===== config.mk =====
export PLATFORM = sky130hd
export DESIGN_NAME = min_spanning_tree_prim_unit
export DESIGN_NICKNAME = d
export VERILOG_FILES = /design/src/hdl/mstp_pkg.sv /design/src/hdl/mstp_ctrl.sv /design/src/hdl/mstp_dp.sv /design/src/hdl/min_spanning_tree_prim_unit.sv
export SDC_FILE = /design/constraint.sdc
export NUM_CORES = 2
export LEC_CHECK = 0
export ABC_AREA = 0
export BUFFER_PORTS_ARGS = -buffer_cell sky130_fd_sc_hd__buf_2
export CAP_MARGIN = 25
export CORE_MARGIN = 2
export CORE_UTILIZATION = 25
export DETAILED_ROUTE_END_ITERATION = 16
export PLACE_DENSITY = 0.41
export SYNTH_ARGS = -nofsm -noshare
export SYNTH_HDL_FRONTEND = slang
export SYNTH_SLANG_ARGS = --single-unit

===== constraint.sdc =====
create_clock -name clk -period 4.8 [get_ports clk]
set_input_delay 0.48 -clock clk [delete_from_list [all_inputs] [get_ports clk]]
set_output_delay 0.48 -clock clk [all_outputs]
set_load 0.05 [all_outputs]

===== src/hdl/mstp_pkg.sv =====
// Package with the item types, operation codes and controller interface types.
`default_nettype none
package mstp_pkg;

	localparam logic [1:0] OP_CLEAR = 2'd0;
	localparam logic [1:0] OP_ADD   = 2'd1;
	localparam logic [1:0] OP_RUN   = 2'd2;

	localparam logic signed [3:0] PARENT_NONE = -4'sd1;

	typedef struct packed {
		logic [1:0]  operation;
		logic [2:0]  src_vertex;
		logic [2:0]  dest_vertex;
		logic [15:0] edge_weight;
		logic [3:0]  vertex_count;
	} in_item_t;

	typedef struct packed {
		logic signed [3:0] parent_vertex;
		logic [2:0]        child_vertex;
		logic              last;
	} out_item_t;

	typedef struct packed {
		logic latch;
		logic cnt_zero;
		logic clr_step;
		logic add_write;
		logic run_init;
		logic scan_issue;
		logic round_next;
		logic out_start;
		logic out_issue;
	} ctrl_cmd_t;

	typedef struct packed {
		logic [1:0] op;
		logic       n_small;
		logic       cnt_last;
		logic       clr_last;
		logic       best_valid;
	} ctrl_sts_t;

endpackage
`default_nettype wire


===== src/hdl/mstp_ctrl.sv =====
// Controller state machine sequencing clear, edge add and tree runs.
`default_nettype none
module mstp_ctrl (
	input  wire logic               clk,
	input  wire logic               arst_n,
	input  wire logic               start,
	output logic                    busy,
	output mstp_pkg::ctrl_cmd_t     cmd,
	input  wire mstp_pkg::ctrl_sts_t sts
);

	typedef enum logic [3:0] {
		ST_CLR,
		ST_IDLE,
		ST_DECODE,
		ST_ADD_RD,
		ST_ADD_WR,
		ST_RUN_INIT,
		ST_SCAN,
		ST_SCAN_WAIT,
		ST_DECIDE,
		ST_OUT,
		ST_OUT_WAIT
	} state_t;

	state_t state_q;

	always_ff @(posedge clk or negedge arst_n) begin
		if (!arst_n) begin
			state_q <= ST_CLR;
		end else begin
			unique case (state_q)
				ST_CLR: begin
					if (sts.clr_last) state_q <= ST_IDLE;
				end
				ST_IDLE: begin
					if (start) state_q <= ST_DECODE;
				end
				ST_DECODE: begin
					unique case (sts.op)
						mstp_pkg::OP_CLEAR: state_q <= ST_CLR;
						mstp_pkg::OP_ADD:   state_q <= ST_ADD_RD;
						mstp_pkg::OP_RUN:   state_q <= sts.n_small ? ST_IDLE : ST_RUN_INIT;
						default:            state_q <= ST_IDLE;
					endcase
				end
				ST_ADD_RD:    state_q <= ST_ADD_WR;
				ST_ADD_WR:    state_q <= ST_IDLE;
				ST_RUN_INIT:  state_q <= ST_SCAN;
				ST_SCAN: begin
					if (sts.cnt_last) state_q <= ST_SCAN_WAIT;
				end
				ST_SCAN_WAIT: state_q <= ST_DECIDE;
				ST_DECIDE:    state_q <= sts.best_valid ? ST_SCAN : ST_OUT;
				ST_OUT: begin
					if (sts.cnt_last) state_q <= ST_OUT_WAIT;
				end
				ST_OUT_WAIT:  state_q <= ST_IDLE;
				default:      state_q <= ST_IDLE;
			endcase
		end
	end

	assign busy = (state_q != ST_IDLE);

	always_comb begin
		cmd = '0;
		unique case (state_q)
			ST_CLR:      cmd.clr_step = 1'b1;
			ST_IDLE:     cmd.latch = start;
			ST_DECODE:   cmd.cnt_zero = (sts.op == mstp_pkg::OP_CLEAR);
			ST_ADD_WR:   cmd.add_write = 1'b1;
			ST_RUN_INIT: cmd.run_init = 1'b1;
			ST_SCAN:     cmd.scan_issue = 1'b1;
			ST_DECIDE: begin
				cmd.round_next = sts.best_valid;
				cmd.out_start  = !sts.best_valid;
			end
			ST_OUT:      cmd.out_issue = 1'b1;
			default:     cmd = '0;
		endcase
	end

endmodule
`default_nettype wire


===== src/hdl/mstp_dp.sv =====
// Datapath with the weight memory, key and parent memories and the scan logic.
`default_nettype none
module mstp_dp #(
	parameter int MAX_VERTICES = 8,
	parameter int WEIGHT_BITS  = 16
) (
	input  wire logic                clk,
	input  wire logic                arst_n,
	input  wire mstp_pkg::in_item_t  item,
	input  wire mstp_pkg::ctrl_cmd_t cmd,
	output mstp_pkg::ctrl_sts_t      sts,
	output mstp_pkg::out_item_t      result,
	output logic                     result_valid
);

	localparam int DEPTH = MAX_VERTICES * MAX_VERTICES;
	localparam int VW    = $clog2(MAX_VERTICES);
	localparam int NW    = $clog2(MAX_VERTICES + 1);
	localparam int CW    = $clog2(DEPTH);
	localparam int WB    = WEIGHT_BITS;

	logic [WB:0]    wmem [DEPTH];
	logic [WB-1:0]  key_mem [MAX_VERTICES];
	logic [VW-1:0]  parent_mem [MAX_VERTICES];

	logic [1:0]     op_q;
	logic [CW-1:0]  add_addr_q;
	logic           add_ok_q;
	logic [WB-1:0]  w_q;
	logic [NW-1:0]  n_q;
	logic [CW-1:0]  cnt_q;
	logic [VW-1:0]  u_q;
	logic [VW-1:0]  best_q;
	logic [WB-1:0]  best_key_q;
	logic           best_valid_q;
	logic [MAX_VERTICES-1:0] in_tree_q;
	logic [MAX_VERTICES-1:0] reached_q;
	logic [WB:0]    wrd_q;
	logic [WB-1:0]  key_rd_q;
	logic [VW-1:0]  par_rd_q;
	logic [VW-1:0]  v_s1;
	logic           scan_s1;
	logic           out_s1;

	logic [31:0]    src_ext;
	logic [31:0]    dst_ext;
	logic [31:0]    wt_ext;
	logic [31:0]    addr_ext;
	logic [VW-1:0]  cnt_idx;
	logic [CW-1:0]  n_m1;
	logic [CW-1:0]  scan_addr;
	logic [CW-1:0]  rd_addr;
	logic           wr_en;
	logic [CW-1:0]  wr_addr;
	logic [WB:0]    wr_data;
	logic           e_present;
	logic [WB-1:0]  e_wt;
	logic           notin;
	logic           rch;
	logic           upd;
	logic [WB-1:0]  new_key;
	logic           cand;
	logic [31:0]    par_ext;
	logic [31:0]    child_ext;

	assign src_ext  = 32'(item.src_vertex);
	assign dst_ext  = 32'(item.dest_vertex);
	assign wt_ext   = 32'(item.edge_weight);
	assign addr_ext = src_ext * 32'(MAX_VERTICES) + dst_ext;

	assign cnt_idx   = cnt_q[VW-1:0];
	assign n_m1      = CW'(n_q) - CW'(1);
	assign scan_addr = CW'(u_q) * CW'(MAX_VERTICES) + CW'(cnt_idx);
	assign rd_addr   = cmd.scan_issue ? scan_addr : add_addr_q;

	assign e_present = wrd_q[WB];
	assign e_wt      = wrd_q[WB-1:0];
	assign notin     = !in_tree_q[v_s1];
	assign rch       = reached_q[v_s1];
	assign upd       = scan_s1 && e_present && notin && (!rch || (e_wt < key_rd_q));
	assign new_key   = upd ? e_wt : key_rd_q;
	assign cand      = scan_s1 && notin && (rch || upd) &&
	                   (!best_valid_q || (new_key < best_key_q));

	always_comb begin
		wr_en   = 1'b0;
		wr_addr = add_addr_q;
		wr_data = {1'b1, w_q};
		if (cmd.clr_step) begin
			wr_en   = 1'b1;
			wr_addr = cnt_q;
			wr_data = '0;
		end else if (cmd.add_write) begin
			wr_en = add_ok_q && (!e_present || (w_q < e_wt));
		end
	end

	always_ff @(posedge clk) begin
		if (wr_en) wmem[wr_addr] <= wr_data;
		wrd_q <= wmem[rd_addr];
	end

	always_ff @(posedge clk) begin
		if (upd) begin
			key_mem[v_s1]    <= e_wt;
			parent_mem[v_s1] <= u_q;
		end
		key_rd_q <= key_mem[cnt_idx];
		par_rd_q <= parent_mem[cnt_idx];
	end

	always_ff @(posedge clk) begin
		if (cmd.latch) begin
			op_q       <= item.operation;
			add_addr_q <= addr_ext[CW-1:0];
			add_ok_q   <= (src_ext < 32'(MAX_VERTICES)) && (dst_ext < 32'(MAX_VERTICES));
			w_q        <= wt_ext[WB-1:0];
			n_q        <= (32'(item.vertex_count) > 32'(MAX_VERTICES)) ?
			              NW'(MAX_VERTICES) : NW'(item.vertex_count);
		end
		if (cmd.scan_issue || cmd.out_issue) v_s1 <= cnt_idx;
		if (cmd.run_init) begin
			u_q <= '0;
		end else if (cmd.round_next) begin
			u_q <= best_q;
		end
		if (cand) begin
			best_q     <= v_s1;
			best_key_q <= new_key;
		end
	end

	always_ff @(posedge clk or negedge arst_n) begin
		if (!arst_n) begin
			cnt_q        <= '0;
			best_valid_q <= 1'b0;
			in_tree_q    <= '0;
			reached_q    <= '0;
			scan_s1      <= 1'b0;
			out_s1       <= 1'b0;
		end else begin
			scan_s1 <= cmd.scan_issue;
			out_s1  <= cmd.out_issue;
			if (cmd.cnt_zero || cmd.run_init || cmd.round_next) begin
				cnt_q <= '0;
			end else if (cmd.out_start) begin
				cnt_q <= CW'(1);
			end else if (cmd.clr_step || cmd.scan_issue || cmd.out_issue) begin
				cnt_q <= cnt_q + CW'(1);
			end
			if (cmd.run_init) begin
				in_tree_q    <= MAX_VERTICES'(1);
				reached_q    <= '0;
				best_valid_q <= 1'b0;
			end else if (cmd.round_next) begin
				in_tree_q[best_q] <= 1'b1;
				best_valid_q      <= 1'b0;
			end else begin
				if (upd) reached_q[v_s1] <= 1'b1;
				if (cand) best_valid_q <= 1'b1;
			end
		end
	end

	assign sts.op         = op_q;
	assign sts.n_small    = (n_q <= NW'(1));
	assign sts.cnt_last   = (cnt_q == n_m1);
	assign sts.clr_last   = (cnt_q == CW'(DEPTH - 1));
	assign sts.best_valid = best_valid_q;

	assign par_ext   = 32'(par_rd_q);
	assign child_ext = 32'(v_s1);

	always_comb begin
		result.parent_vertex = reached_q[v_s1] ? signed'(par_ext[3:0]) : mstp_pkg::PARENT_NONE;
		result.child_vertex  = child_ext[2:0];
		result.last          = (CW'(v_s1) == n_m1);
	end

	assign result_valid = out_s1;

endmodule
`default_nettype wire


===== src/hdl/min_spanning_tree_prim_unit.sv =====
// Top level of the Prim minimum spanning tree unit.
// An item is taken when start is high and busy is low. After reset, and after every clear,
// the unit sweeps all MAX_VERTICES*MAX_VERTICES entries of the weight memory, one entry a cycle,
// with busy high. An edge add reads the stored entry and writes the new weight only where
// it is lower or no edge is stored. A run scans one row of the weight memory per tree vertex.
// Results leave on result with result_valid high for one cycle each, one per cycle, child 1
// to n-1 in order; the receiver cannot stall them, and every result has been shown by the
// time busy falls.
`default_nettype none
module min_spanning_tree_prim_unit #(
	parameter int MAX_VERTICES = 8,
	parameter int WEIGHT_BITS  = 16
) (
	input  wire logic               clk,
	input  wire logic               arst_n,
	input  wire logic               start,
	output logic                    busy,
	input  wire mstp_pkg::in_item_t item,
	output mstp_pkg::out_item_t     result,
	output logic                    result_valid
);

	mstp_pkg::ctrl_cmd_t cmd;
	mstp_pkg::ctrl_sts_t sts;

	mstp_ctrl u_ctrl (
		.clk    (clk),
		.arst_n (arst_n),
		.start  (start),
		.busy   (busy),
		.cmd    (cmd),
		.sts    (sts)
	);

	mstp_dp #(
		.MAX_VERTICES (MAX_VERTICES),
		.WEIGHT_BITS  (WEIGHT_BITS)
	) u_dp (
		.clk          (clk),
		.arst_n       (arst_n),
		.item         (item),
		.cmd          (cmd),
		.sts          (sts),
		.result       (result),
		.result_valid (result_valid)
	);

endmodule
`default_nettype wire


==> results_dict.tcl <==
set metrics [dict create \
    outcome "finished, final reports clean" \
    top_layer_used "met4" \
    dpl_cell_area_sq_um 59300 \
    grt_pass1_vias 31105 \
    io_buffers 40 \
    p_leak_uw 0.0209 \
    antenna_found_initial 13 \
    drt_wl_total_mm 167 \
    synth-edff-count 1290 \
    syn_nets 3678 \
    vias_per_cell 4.66 \
    grt_max_degree 65 \
    route.vias.total 31634 \
    finalHoldViolCount 0 \
    ff_latch_area_sq_um 40200 \
    dp_hpwl_mm 99.6 \
    worstSetupPathType "register to register" \
    irDropWorstVdd_v 0.000322 \
    die_w_um 469 \
    synth_most_common_cell "edfxtp_1" \
    synthCells 3599 \
    reg2reg_to "u_dp.best_key_q[11]$_DFFE_PP_" \
    synthesis.area_sq_um 54100 \
    reg2reg_depth 16 \
    synth_seq_cells 1358 \
    tns_ns 0 \
    drv_slew 0 \
    cp-endpoint "u_dp.best_key_q[11]$_DFFE_PP_" \
    fin_util 0.300 \
    ioPinCount 41 \
    postCtsHoldBufs 28 \
    r2r-start "u_dp.v_s1[0]$_DFFE_PP_" \
    maxCapViolations 0 \
    synth.top_cells.by_area "edfxtp_1 72%, nand2_1 5.2%, mux2i_1 3.9%, a31oi_1 2.0%, a32oi_1 1.7%" \
    path_max_fanout 19 \
    start_util 0.252 \
    setup-violations-final 0 \
    met1_length_mm 78.1 \
    required_ns 5.28 \
    max-slew-margin-rel 0.293 \
    async_flop_share 0.0214 \
    finalNetCount 3901 \
    gp_congestion 0.793 \
    worstPathArrival_ns 4.67 \
    grt_pass1_wl_mm 238 \
    postCtsSetupBuffers 0 \
    synthTopCellsByCount "1290 x edfxtp_1, 754 x nand2_1, 213 x mux2i_1" \
    die-height_um 469 \
    first_pass_iters 5 \
    first_iter_violations 3043 \
    clock_skew_ns 0.0255 \
    wl_per_cell_um 24.5 \
    cts-root-buf "clkbuf_16" \
    critPathCaptureType "register" \
    rows 170 \
    netlist.area_leader.share 0.716 \
    cts_buffer_depth 3 \
    cts.clk_slew.worst_paths_ns 0.05 \
    cts_tree "yes" \
    synthFlopType "edfxtp_1" \
    rsz0062_at_grt "false" \
    postRouteAntennaNets 0 \
    cts.sinks 1358 \
    fin_area_sq_um 64400 \
    grt_overflow 0 \
    worstMarginPinSlew_ns 1.06 \
    postSynthAreaPerCell_sq_um 15.0 \
    min_period_ns 4.19 \
    cts_buffers 155 \
    grt_util_all_layers 0.148 \
    max_freq_mhz 238 \
    drive_gt1_frac 0.163 \
    start_kind "register" \
    ys.warnings.count 0 \
    seq_area_frac_synth 0.744 \
    yosysTopAreaCell "edfxtp_1" \
    power.density_nw_per_um2 377 \
    startpoint "u_dp.v_s1[0]$_DFFE_PP_" \
    route.met2.wl_mm 77.6 \
    drcViolationCount 0 \
    cts-htree-levels 4 \
    area.growth.synth_to_final_pct 19.1 \
    route.met3.wl_mm 7.65 \
    rrSetupSlack_ns 0.61 \
    post_cts_resized 0 \
    die_area_sq_um 220000 \
    yosysUniqueCellTypes 66 \
    clock_latency_ns 0.80 \
    design.core.area_sq_um 215000 \
    hold_path_depth 2 \
    multi_input_area_sq_um 13100 \
    worstHoldPathType "input port to register" \
    fillers 21436 \
    fin_crit_sh 0.874 \
]
metal layers:
layer  GRT usage  up-vias
li1            -    14312
met1       0.211    16368
met2       0.235      773
met3      0.0233      181
met4      0.0360        0
met5           0        -
per-stage QoR:
step / hold WS (ns) / cells / worst slack [ns] / total power (uW)
2_1_floorplan: 0.184 / 3599 / 0.0224 / 13000
3_3_place_gp: 0.458 / 6473 / 0.597 / 13000
3_5_place_dp: 0.466 / 6475 / 0.586 / 13000
4_1_cts: 0.00701 / 6782 / 0.552 / 24600
5_1_grt: 0.0252 / 6783 / 0.242 / 25000
6_report: 0.0508 / 6788 / 0.605 / 24300
how the worst min path moves through the flow:
stage,slack (ns),from,to
floorplan,0.18,arst_n,u_ctrl.state_q[0]$_DFFE_PN0P_
global placement,0.46,u_dp.in_tree_q[0]$_DFFE_PN0N_,u_dp.in_tree_q[0]$_DFFE_PN0N_
detailed placement,0.47,u_dp.in_tree_q[0]$_DFFE_PN0N_,u_dp.in_tree_q[0]$_DFFE_PN0N_
CTS,0.007,item[1],u_dp.n_q[1]$_SDFFCE_PN0P_
global route,0.03,item[1],u_dp.n_q[1]$_SDFFCE_PN0P_
finish,0.05,item[1],u_dp.n_q[1]$_SDFFCE_PN0P_
critical path, stage by stage (launching register included):
cell,delay [ns]
edfxtp_1,0.69
mux4_2,0.57
mux2i_1,0.15
and2_0,0.28
o211a_1,0.21
buf_4,0.22
nand2_1,0.07
o21ai_0,0.11
ha_1,0.30
a21oi_1,0.14
nor2b_1,0.06
o21ai_0,0.16
o21ai_0,0.12
o21ai_0,0.17
nand4_1,0.17
a41oi_4,0.22
buf_4,0.24
flip-flops by register name, indices dropped and copies added (netlist names), 2 cells and up:
signal,cells
u_dp.key_rd_q,16
u_dp.parent_mem,24
u_dp.wmem,1088
u_dp.best_q,3
u_dp.par_rd_q,3
u_dp.key_mem,128
u_dp.best_key_q,16
u_dp.add_addr_q,6
u_dp.v_s1,3
u_dp.wrd_q,17
u_ctrl.state_q,4
u_dp.w_q,16
u_dp.reached_q,8
u_dp.u_q,3
u_dp.n_q,4
u_dp.cnt_q,6
u_dp.in_tree_q,8
u_dp.op_q,2
placed cells by master (no fill, tap or decap), types with 10 or more instances in the layout:
cell type and n:
a21o_1 13, a21oi_1 26, a222oi_1 34, a31oi_1 177
a32oi_1 103, and3_1 72, buf_12 25, buf_2 40
buf_4 193, bufinv_16 10, clkbuf_1 34, clkbuf_16 157
clkinv_1 36, clkinv_2 23, dfrtp_1 27, dfxtp_1 39
dlygate4sd3_1 28, edfxtp_1 1290, ha_1 48, inv_1 56
mux2_2 22, mux2i_1 213, mux4_2 40, nand2_1 754
nand2b_1 14, nand3_1 157, nand4_1 24, nor2_1 29
nor2b_4 16, nor3_2 11, nor4_2 56, o21ai_0 34
logic make-up (layout without fill, tap and decap cells):
logic type,count (synthesis),in the layout,synth area share
flops,1358,1358,0.744
simple gates,1195,1195,0.0984
compound gates,429,429,0.0574
buf+inv,279,624,0.0261
mux,277,277,0.0612
fa+ha+maj,48,48,0.0111
xor+xnor,13,13,0.00210
other cells,0,6,0
power by group:
part	total [uW]	internal, uW	switching (uW)
Clock	11500	6590	4870
Sequential	12800	12800	0
Combinational	40.8	24.1	16.7
Total	24300	19400	4890
final cells by class:
class / instances / area share
sequential: 1358 / 0.625
clock buffer: 193 / 0.0634
timing repair buffer: 287 / 0.0379
inverter: 58 / 0.00338
multi-input combinational: 1962 / 0.204
tap: 2838 / 0.0551
antenna: 6 / 0.000233
clock inverter: 86 / 0.0118
Note: power is estimated with default switching activity, not from simulation.
